`src/rtl/anrt_pkg.sv`:
```
// Package for the ACK/NACK reorder tracker: widths, response codes and defaults.
// Has no dependencies; used by every module of the block.
`default_nettype none
package anrt_pkg;
	localparam int SLOTS_DEF = 64;
	localparam int SEQ_W = 32;
	localparam int LEN_W = 16;
	localparam int LIM_W = 4;
	localparam int SLOT_OUT_W = 6;
	localparam logic [LIM_W-1:0] RETRY_LIMIT_RST = 4'd2;
	localparam int IN_W = 56;
	localparam int OUT_W = 80;

	typedef enum logic [1:0] {
		RESP_NONE = 2'd0,
		RESP_ACK = 2'd1,
		RESP_NACK = 2'd2
	} resp_t;

	// Result of one scan over the slot table.
	typedef struct packed {
		logic match_hit;
		logic match_cnt;
		logic free_hit;
	} scan_res_t;
endpackage
`default_nettype wire

```
`src/rtl/anrt_table.sv`:
```
// Slot table memory with one shared sequence comparator and a scan walker.
// Depends on anrt_pkg. Valid and counter flags are flip-flops; fields are RAM.
`default_nettype none
module anrt_table #(
	parameter int SLOTS = anrt_pkg::SLOTS_DEF,
	parameter int IW = (SLOTS > 1) ? $clog2(SLOTS) : 1
) (
	input wire logic clk,
	input wire logic arst_n,
	input wire logic scan_start,
	input wire logic [anrt_pkg::SEQ_W-1:0] key,
	output logic scan_done,
	output anrt_pkg::scan_res_t res,
	output logic [IW-1:0] match_idx,
	output logic [IW-1:0] free_idx,
	output logic [anrt_pkg::LEN_W-1:0] match_val,
	input wire logic wr_en,
	input wire logic [IW-1:0] wr_idx,
	input wire logic wr_cnt,
	input wire logic [anrt_pkg::SEQ_W-1:0] wr_seq,
	input wire logic [anrt_pkg::LEN_W-1:0] wr_val,
	input wire logic clr_en,
	input wire logic [IW-1:0] clr_idx
);
	import anrt_pkg::*;

	logic [SLOTS-1:0] valid_q;
	logic [SLOTS-1:0] cnt_q;
	logic [SEQ_W-1:0] seq_mem [SLOTS];
	logic [LEN_W-1:0] val_mem [SLOTS];

	logic busy_q, rd_v_q, last_q;
	logic [IW:0] ptr_q;
	logic [IW-1:0] rd_idx_q;
	logic [SEQ_W-1:0] rd_seq_q;
	logic [LEN_W-1:0] rd_val_q;
	logic rd_ok;

	always_ff @(posedge clk) begin
		if (wr_en) begin
			seq_mem[wr_idx] <= wr_seq;
			val_mem[wr_idx] <= wr_val;
		end
	end

	always_ff @(posedge clk) begin
		rd_seq_q <= seq_mem[ptr_q[IW-1:0]];
		rd_val_q <= val_mem[ptr_q[IW-1:0]];
	end

	always_ff @(posedge clk or negedge arst_n) begin
		if (!arst_n) begin
			valid_q <= '0;
			cnt_q <= '0;
		end else begin
			if (wr_en) begin
				valid_q[wr_idx] <= 1'b1;
				cnt_q[wr_idx] <= wr_cnt;
			end
			if (clr_en) begin
				valid_q[clr_idx] <= 1'b0;
			end
		end
	end

	assign rd_ok = rd_v_q && valid_q[rd_idx_q];

	always_ff @(posedge clk or negedge arst_n) begin
		if (!arst_n) begin
			busy_q <= 1'b0;
			rd_v_q <= 1'b0;
			last_q <= 1'b0;
			ptr_q <= '0;
			rd_idx_q <= '0;
			res <= '0;
			match_idx <= '0;
			free_idx <= '0;
			match_val <= '0;
			scan_done <= 1'b0;
		end else begin
			scan_done <= 1'b0;
			if (scan_start) begin
				busy_q <= 1'b1;
				ptr_q <= '0;
				rd_v_q <= 1'b0;
				last_q <= 1'b0;
				res <= '0;
			end else begin
				if (busy_q) begin
					rd_v_q <= 1'b1;
					rd_idx_q <= ptr_q[IW-1:0];
					last_q <= (ptr_q == (IW+1)'(SLOTS-1));
					if (ptr_q == (IW+1)'(SLOTS-1)) begin
						busy_q <= 1'b0;
					end else begin
						ptr_q <= ptr_q + 1'b1;
					end
				end else begin
					rd_v_q <= 1'b0;
				end
				if (rd_v_q) begin
					if (rd_ok && !res.match_hit && rd_seq_q == key) begin
						res.match_hit <= 1'b1;
						res.match_cnt <= cnt_q[rd_idx_q];
						match_idx <= rd_idx_q;
						match_val <= rd_val_q;
					end
					if (!valid_q[rd_idx_q] && !res.free_hit) begin
						res.free_hit <= 1'b1;
						free_idx <= rd_idx_q;
					end
					if (last_q) begin
						scan_done <= 1'b1;
					end
				end
			end
		end
	end
endmodule
`default_nettype wire

```
`src/rtl/ack_nack_reorder_tracker_unit.sv`:
```
// Top level of the ACK/NACK reorder tracker: stream ports, sequencer, result register.
// Depends on anrt_pkg and anrt_table.
//
// Each item starts one scan of the slot table: the table walker reads one slot per
// cycle through a single comparator, so the result of an item is registered after the
// walk has read every slot and the table has raised scan_done, at the same edge that
// applies the table update. s_tready is low while an item is at work and while its
// result waits; it rises the cycle after the result is taken, so a new item is not
// accepted before the result of the last one has been taken. A packet item
// finds the lowest valid slot whose sequence equals its seq and the lowest free slot
// in that scan; a drain item looks up the running byte offset the same way. One
// result item is produced per input item and held in the output register until taken.
`default_nettype none
module ack_nack_reorder_tracker_unit #(
	parameter int SLOTS = anrt_pkg::SLOTS_DEF
) (
	input wire logic clk,
	input wire logic arst_n,
	input wire logic s_tvalid,
	output logic s_tready,
	// tdata: seq[31:0], length[47:32], crc_ok[48], fin[49], zero fill
	input wire logic [anrt_pkg::IN_W-1:0] s_tdata,
	// tuser: kind
	input wire logic s_tuser,
	output logic m_tvalid,
	input wire logic m_tready,
	// tdata: response[1:0], ack_seq[33:2], stored[34], slot_index[40:35],
	// transfer_done[41], drain_found[42], chunk_length[58:43], packet_count[74:59],
	// zero fill
	output logic [anrt_pkg::OUT_W-1:0] m_tdata,
	input wire logic cfg_we,
	input wire logic [anrt_pkg::LIM_W-1:0] cfg_wdata
);
	import anrt_pkg::*;
	localparam int IW = (SLOTS > 1) ? $clog2(SLOTS) : 1;

	typedef enum logic [1:0] {ST_IDLE, ST_SCAN, ST_OUT} state_t;
	state_t state_q;

	logic [LIM_W-1:0] limit_q;
	logic kind_q, crc_q, fin_q;
	logic [SEQ_W-1:0] seq_q, offset_q;
	logic [LEN_W-1:0] len_q, count_q;
	logic done_q;

	logic scan_start, scan_done;
	scan_res_t res;
	logic [IW-1:0] match_idx, free_idx;
	logic [LEN_W-1:0] match_val;
	logic [SEQ_W-1:0] key;

	logic wr_en, wr_cnt, clr_en;
	logic [IW-1:0] wr_idx;
	logic [LEN_W-1:0] wr_val;

	assign s_tready = (state_q == ST_IDLE);
	assign scan_start = s_tvalid && s_tready;
	// Drain looks for the next in-order offset; packets look for their own seq.
	assign key = s_tuser ? offset_q : s_tdata[31:0];

	logic [SEQ_W-1:0] key_q;
	always_ff @(posedge clk) begin
		if (scan_start) begin
			key_q <= key;
		end
	end

	anrt_table #(.SLOTS(SLOTS), .IW(IW)) u_table (
		.clk, .arst_n, .scan_start, .key(key_q), .scan_done, .res,
		.match_idx, .free_idx, .match_val,
		.wr_en, .wr_idx, .wr_cnt, .wr_seq(seq_q), .wr_val,
		.clr_en, .clr_idx(match_idx)
	);

	// Decision logic for the finished scan.
	logic cur_cnt, nack, drain_hit, counted;
	logic [LEN_W-1:0] r_count;
	resp_t r_resp;
	logic r_stored;
	logic [IW-1:0] r_slot;
	always_comb begin
		cur_cnt = res.match_hit && res.match_cnt;
		nack = !kind_q && !crc_q && (cur_cnt ? match_val : '0) < LEN_W'(limit_q);
		drain_hit = kind_q && res.match_hit && !res.match_cnt;
		wr_en = 1'b0;
		wr_idx = free_idx;
		wr_cnt = 1'b0;
		wr_val = len_q;
		clr_en = 1'b0;
		counted = 1'b0;
		r_stored = 1'b0;
		r_slot = '0;
		r_resp = RESP_NONE;
		if (kind_q) begin
			clr_en = drain_hit;
			if (drain_hit) begin
				r_slot = match_idx;
			end
		end else if (nack) begin
			r_resp = RESP_NACK;
			if (res.match_hit) begin
				wr_en = 1'b1;
				wr_idx = match_idx;
				wr_cnt = res.match_cnt;
				wr_val = match_val + 1'b1;
			end else begin
				wr_en = res.free_hit;
				wr_cnt = 1'b1;
				wr_val = LEN_W'(1);
			end
		end else begin
			r_resp = RESP_ACK;
			if (cur_cnt) begin
				wr_en = 1'b1;
				wr_idx = match_idx;
				r_stored = 1'b1;
				r_slot = match_idx;
				counted = 1'b1;
			end else if (res.match_hit) begin
				counted = 1'b1;
			end else if (res.free_hit) begin
				wr_en = 1'b1;
				r_stored = 1'b1;
				r_slot = free_idx;
				counted = 1'b1;
			end
		end
		if (state_q != ST_SCAN || !scan_done) begin
			wr_en = 1'b0;
			clr_en = 1'b0;
		end
		r_count = (counted && count_q != '1) ? count_q + 1'b1 : count_q;
	end

	logic [SLOT_OUT_W-1:0] slot_out;
	assign slot_out = SLOT_OUT_W'({{SLOT_OUT_W{1'b0}}, r_slot});

	always_ff @(posedge clk or negedge arst_n) begin
		if (!arst_n) begin
			state_q <= ST_IDLE;
			limit_q <= RETRY_LIMIT_RST;
			offset_q <= '0;
			done_q <= 1'b0;
			count_q <= '0;
			m_tvalid <= 1'b0;
			m_tdata <= '0;
			kind_q <= 1'b0;
			crc_q <= 1'b0;
			fin_q <= 1'b0;
			seq_q <= '0;
			len_q <= '0;
		end else begin
			if (cfg_we) begin
				limit_q <= cfg_wdata;
			end
			case (state_q)
				ST_IDLE: begin
					if (scan_start) begin
						kind_q <= s_tuser;
						seq_q <= s_tdata[31:0];
						len_q <= s_tdata[47:32];
						crc_q <= s_tdata[48];
						fin_q <= s_tdata[49];
						state_q <= ST_SCAN;
					end
				end
				ST_SCAN: begin
					if (scan_done) begin
						logic nd;
						nd = done_q || (r_resp == RESP_ACK && fin_q);
						done_q <= nd;
						count_q <= r_count;
						if (drain_hit) begin
							offset_q <= offset_q + SEQ_W'(match_val);
						end
						m_tdata <= {5'd0, r_count, (drain_hit ? match_val : '0), drain_hit,
							nd, slot_out, r_stored,
							((r_resp == RESP_NONE) ? '0 : seq_q), r_resp};
						m_tvalid <= 1'b1;
						state_q <= ST_OUT;
					end
				end
				ST_OUT: begin
					if (m_tready) begin
						m_tvalid <= 1'b0;
						state_q <= ST_IDLE;
					end
				end
				default: state_q <= ST_IDLE;
			endcase
		end
	end
endmodule
`default_nettype wire

```
`config.mk`:
```
export PLATFORM = sky130hd
export DESIGN_NAME = ack_nack_reorder_tracker_unit
export DESIGN_NICKNAME = d
export VERILOG_FILES = /design/src/rtl/anrt_pkg.sv /design/src/rtl/anrt_table.sv /design/src/rtl/ack_nack_reorder_tracker_unit.sv
export SDC_FILE = /design/constraint.sdc
export NUM_CORES = 2
export LEC_CHECK = 0
export ABC_AREA = 1
export BUFFER_PORTS_ARGS = -buffer_cell sky130_fd_sc_hd__buf_2
export CAP_MARGIN = 20
export CORE_AREA = 4 4 707 569
export CTS_CLUSTER_SIZE = 16
export DETAILED_ROUTE_END_ITERATION = 6
export DIE_AREA = 0 0 711 573
export HOLD_SLACK_MARGIN = 0.1
export PLACE_DENSITY = 0.47
export SLEW_MARGIN = 20
export SYNTH_ARGS = -nofsm -noshare
export SYNTH_HDL_FRONTEND = slang
export SYNTH_SLANG_ARGS = --single-unit
```
`constraint.sdc`:
```
create_clock -name clk -period 6.1 [get_ports clk]
set_clock_uncertainty 0.2 [all_clocks]
set_input_delay 0.305 -clock clk [delete_from_list [all_inputs] [get_ports clk]]
set_output_delay 0.305 -clock clk [all_outputs]
set_load 0.05 [all_outputs]
```
After elaboration in Yosys (flattened, before gate mapping)
Memories as Yosys holds them, arrays and structs flattened. A register that Yosys moved wholly into a read port is not among the register bits. Index checks and enable logic that the tools add are counted.

Logic and storage cells: 170. Memories kept: 2. Register bits: 390. Bits in writable memories: 3072. Input port bits: 66.

Memory list: u_table.seq_mem (depth 64, width 32, rd ports 1, clocked after Yosys merged registers in 1, write ports 1, line anrt_table.sv:29) `logic [SEQ_W-1:0] seq_mem [SLOTS];`; u_table.val_mem (depth 64, width 16, rd ports 1, clocked after Yosys merged registers in 1, write ports 1, line anrt_table.sv:30) `logic [LEN_W-1:0] val_mem [SLOTS];`.

Reduce and logical (&&, ||, !) cells: 41. $add $sub $neg: 4. Multiplexer cells: 75. Equal/unequal tests: 11. Order comparisons: 6. Bitwise operators: 4.

Operators by type and width (number): 64-bit two-way mux (2); 16-bit two-way mux (6); 64-bit bitwise AND (1); 64-bit bitwise mux (1); 32-bit two-way mux (2); 64-bit inverter (1); 64-bit bitwise OR (1); 6-bit two-way mux (10); 1-bit two-way mux (37); 16-bit by 1-bit adder with 16-bit output, second input constant (2); 32-bit by 16-bit adder with 32-bit output (1); 32-bit equality test (1); 6-bit by 7-bit less-than comparator with 1-bit output, second input constant (3); 7-bit two-way mux (3); 16-bit by 4-bit less-than comparator with 1-bit output (1); 16-bit != test, second input constant (1); 3-bit AND reduction (5); 1-bit logical AND (14); 1-bit binary-select mux with 6-bit select (2); 1-bit demux with 6-bit select (2); 6-bit by 1-bit >= comparator with 1-bit output, second input constant (2); 2-bit two-way mux (6); 2-bit AND reduction (6); 2-bit nonzero test (5); 13 further kinds (26).

Logic depth before layout (Yosys ltp)
Word-level depth: 14. Depth in mapped cells: 18. Depth with buffers taken out: 15.

Cells and area by module
Synthesis repeated with hierarchy kept, for this count alone.

Cells, all modules: 10994. Area, all modules: 138472.8 um^2.

Modules (own cells, without submodules): anrt_table (cells each 9733, area an instance 128259.3 um^2, instances 1); ack_nack_reorder_tracker_unit (cells each 1261, area an instance 10213.5 um^2, instances 1).

Worst setup path before layout
No wires, ideal clock.

Kind: reg2reg. Start: register u_table.res[2] (netlist name). End: memory u_table.val_mem[0][7] (data pin). Clock period less this slack: 5.668 ns. Data arrival time: 4.766 ns. Data required time: 5.198 ns. Cell stages (with the launch flop): 14. Library setup time: 0.702 ns. Slack: 0.432 ns. Path through: dfrtp_1 buf_4 nand2_1 buf_2 nor2_1 ha_1 nand2_1 nand2_1 nor3_2 nand3_2 buf_2 nor2_1 inv_1 o21ai_0.

Longest elaborated chain between the ends: 6. Elaborated cells between the ends (all ways): 7.

Ends and longest elaborated chain: 1-bit logical AND (line ack_nack_reorder_tracker_unit.sv:82) `cur_cnt = res.match_hit && res.match_cnt;`; 16-bit two-way mux (line ack_nack_reorder_tracker_unit.sv:83) `nack = !kind_q && !crc_q && (cur_cnt ? match_val : '0) < LEN_W'(limit_q);`; 16-bit by 4-bit less-than comparator with 1-bit output (line ack_nack_reorder_tracker_unit.sv:83); 1-bit logical AND (line ack_nack_reorder_tracker_unit.sv:83); 16-bit two-way mux (*) (line ack_nack_reorder_tracker_unit.sv:99) `end else if (nack) begin`; 16-bit two-way mux (*) (line ack_nack_reorder_tracker_unit.sv:94) `if (kind_q) begin`; via u_table.wr_val (one bit) (line anrt_table.sv:21) `input wire logic [anrt_pkg::LEN_W-1:0] wr_val,`; to (decl) (line anrt_table.sv:30).

The timed path passes the listed nets; every way through them passes the cells marked *.

Final worst setup path
Start: register u_table.res[1] (netlist name). End: memory u_table.seq_mem[62][1], enable pin.

Longest elaborated chain between the ends: 9. Elaborated cells between the ends (all ways): 13.

Ends and longest elaborated chain: 1-bit logical AND (*) (line ack_nack_reorder_tracker_unit.sv:82); 16-bit two-way mux (line ack_nack_reorder_tracker_unit.sv:83); 16-bit by 4-bit less-than comparator with 1-bit output (line ack_nack_reorder_tracker_unit.sv:83); 1-bit logical AND (line ack_nack_reorder_tracker_unit.sv:83); 1-bit two-way mux (line ack_nack_reorder_tracker_unit.sv:99); 1-bit two-way mux (line ack_nack_reorder_tracker_unit.sv:94); 1-bit two-way mux (line ack_nack_reorder_tracker_unit.sv:128) `if (state_q != ST_SCAN || !scan_done) begin`; 1-bit two-way mux (line anrt_table.sv:40) `if (wr_en) begin`; 1-bit two-way mux (not written as such) (line anrt_table.sv:41) `seq_mem[wr_idx] <= wr_seq;`; to (decl) (line anrt_table.sv:29).

Mark *: on every way between the ends. The rest lies on a longest branch, timed or not.

==> out/qor.yml <==
dieArea_um2: 407000
final_cells: 16600
p_leak_nw: 53.4
period_share_pct: 81.2
clkSinkCount: 3493
dieWidth_um: 711
crit_path_top_delay_cell: "nor2_2"
cp-end-kind: "flop"
ys.flop_type: "edfxtp_1"
fin_nets: 11200
setup_violations: 0
arrival_ns: 5.34
power_density_nw_per_um2: 506
netlist_instances: 10900
synthDistinctLibCells: 54
layout-drive-gt1-share_pct: 10.0
worstReg2RegStart: "u_table.res[1]$_DFFE_PN0P_"
grt.overflow.total: 0
hp-class: "in2reg"
slew_violations: 0
drtAntennaViolNets: 0
ios: 148
ff_latch_area_um2: 103000
drt-initial-drc-count: 11500
crit_required_ns: 6.48
crit_type: "reg2reg"
ir_drop_mv: 0.447
clk_pin_slew_worst_paths_ns: 0.06
ys_seq_elements: 3493
gp_congestion: 0.870
crit_fanout: 23
worst_slew_margin_rel_pct: 21.2
die_y_um: 573
violations: "design-rule violations"
fin_util_pct: 40.3
synth.avg_cell_area_um2: 12.7
viasPerCell: 5.64
multiInputGateArea_um2: 31400
tritoncts: "yes"
cts_root_buf: "clkbuf_16"
hp-start: "s_tdata[18]"
pre_cts_slack_ns: 1.24
fillers: 36700
totalWireLength_mm: 489
grt_pass1_vias: 89500
hpwl_mm: 285
vias: 93800
rsz0062_at_grt: "false"
crit_path_cell_trace: "nand2_1 > nor2_1 > ha_1 > nand2_1 > nand2_1 > nor3_2 > nand3_2 > nand2_1 > nand2_1 > nor2_1 > nand3_1 > nor2_2 > nand2_1 > inv_4 > buf_4"
yosysMostFrequentCell: "edfxtp_1"
ctsHtreeMaxLevel: 5
grt_pass1_wl_mm: 686
dr.pass1.iters: 7
cpPeakStageDelay_ns: 0.73
synth_edf_count: 3104
setup_ws_ns: 1.14
holdPathEnd: "seq_q[18]$_DFFE_PN0P_"
avgRoutedWirePerCell_um: 29.4
port_buffers: 136
cts_max_path_buffers: 4
cts_buffers: 356
worstMarginPinSlew_ns: 1.18
grt_max_degree: 153
async_reset_ff_share_pct: 9.76
rows: 207
insertion_delay_ns: 0.92
r2r_cells: 15
coreArea_um2: 395000
rrSetupSlack_ns: 1.14
initial_core_util_pct: 34.9
crit_top_cell: "nand2_1"
syn2layout_area_growth_pct: 15.7
hold_depth: 4
placed_cells: 15800
hold_viol_final: 0
r2r_end: "u_table.seq_mem[62][1]$_DFFE_PP_"
synth_top_area_share_pct: 67.6
tns_ns: 0
syn_area_um2: 138000
ys_seq_area_share_pct: 74.5
post-route-min-period_ns: 4.96
synth_largest_area_cell: "edfxtp_1"
timing.fmax_mhz: 202
grt_usage_pct: 23.2
synthTopCellsByCount: "3104 x edfxtp_1, 1743 x o21ai_0, 1709 x nor2_1"
antenna_found_initial: 41
drc: 2
drv_cap: 0
yosysWarnings: 0
status: "finished, violations left"
start_kind: "flop"
synth.top_cells.by_area: "edfxtp_1 68%, o21ai_0 6.3%, dfrtp_1 6.2%, nor2_1 4.7%, nand2_1 2.7%"
-- layout make-up --
| cell class | instances | area share [%] |
|---|---|---|
| multi-input cells | 6348 | 19.7 |
| well taps | 5225 | 4.10 |
| diodes | 5 | 0.00785 |
| repair buffers | 614 | 3.85 |
| clock inverters | 187 | 1.11 |
| inverters | 293 | 0.805 |
| flip-flops and latches | 3493 | 64.5 |
| clock buffers | 457 | 5.99 |
-- worst max-delay path, delay by kind of cell (launching register included) --
kind	cells	cell delay (ns)
AND/OR/NAND/NOR	12	2.78
buffers and inverters	2	0.89
flip-flops	1	0.45
adder cells (fa/ha/maj)	1	0.26
-- timing repair --
action / in CTS / in global routing
setup buffers: 0 / 0
hold buffers: 141 / 0
resized for setup: 0 / 0
endpoints found under the hold margin: 439 / 0
-- metal layers --
layer,global-route usage [%],up-vias,wire length (µm)
met1,34.6,48400,219000
met4,6.29,10,13900
met3,3.94,663,42100
met5,0,-,49
met2,34.7,4160,213000
li1,-,40600,-
-- state kept, by name, indices dropped and copies added, names as in the netlist, 32 cells and up --
signal            flops
seq_q                32
u_table.rd_seq_q     32
u_table.cnt_q        64
u_table.seq_mem    2048
u_table.val_mem    1024
offset_q             32
key_q                32
m_tdata              59
u_table.valid_q      64
-- power by group --
part           leakage, nW  total [mW]  switching [mW]  internal [mW]
Sequential            33.2        31.8            1.86           30.0
Clock                 5.51        21.7            9.45           12.3
Combinational         14.7        27.1            20.9           6.17
Total                 53.4        80.6            32.2           48.4
-- logic make-up (layout without fill, tap and decap cells) --
| logic type | count (synthesis) | after routing | share of synthesized area, % |
|---|---|---|---|
| other | 1 | 10 | 0.00272 |
| AOI/OAI and AO/OA | 2947 | 2947 | 12.3 |
| DFF | 3493 | 3493 | 74.5 |
| buffers and inverters | 1028 | 1551 | 2.88 |
| muxes | 1 | 1 | 0.00817 |
| adders and majority gates | 23 | 23 | 0.214 |
| and+or+nand+nor | 3312 | 3312 | 9.72 |
| xor gates and xnor gates | 60 | 60 | 0.381 |
-- placed cells by master (no fill, tap or decap), types with 218 or more instances in the layout --
| cell type | count |
|---|---|
| dfrtp_1 | 303 |
| nand2_1 | 988 |
| clkbuf_16 | 363 |
| nor2_1 | 1704 |
| o22ai_1 | 477 |
| o221ai_1 | 304 |
| edfxtp_1 | 3104 |
| buf_4 | 219 |
| a21oi_1 | 218 |
| o21ai_0 | 1732 |
| nand3_1 | 471 |
-- how the worst max path moves through the flow --
stage / startpoint / to / slack, ns / cells past startpoint
finish: u_table.res[1]$_DFFE_PN0P_ / u_table.seq_mem[62][1]$_DFFE_PP_ / 1.14 / 15
CTS: u_table.res[1]$_DFFE_PN0P_ / u_table.seq_mem[62][1]$_DFFE_PP_ / 1.19 / 15
global placement: u_table.res[1]$_DFFE_PN0P_ / u_table.seq_mem[63][8]$_DFFE_PP_ / 1.17 / 15
global route: u_table.res[1]$_DFFE_PN0P_ / u_table.seq_mem[63][12]$_DFFE_PP_ / 0.71 / 15
detailed placement: u_table.res[1]$_DFFE_PN0P_ / u_table.seq_mem[62][2]$_DFFE_PP_ / 1.24 / 15
floorplan: u_table.res[2]$_DFFE_PN0P_ / u_table.val_mem[0][7]$_DFFE_PP_ / 0.43 / 13
-- through the flow --
| stage | area [µm²] | total power, mW | hold slack, ns |
|---|---|---|---|
| 3_5_place_dp | 147000 | 59.1 | 0.161 |
| 4_1_cts | 159000 | 80.8 | 0.107 |
| 5_1_grt | 159000 | 83.9 | 0.154 |
| 3_3_place_gp | 147000 | 58.8 | 0.166 |
| 2_1_floorplan | 138000 | 45.5 | -0.191 |
| 6_report | 159000 | 80.6 | 0.175 |
Note: power is estimated with default switching activity, not from simulation.
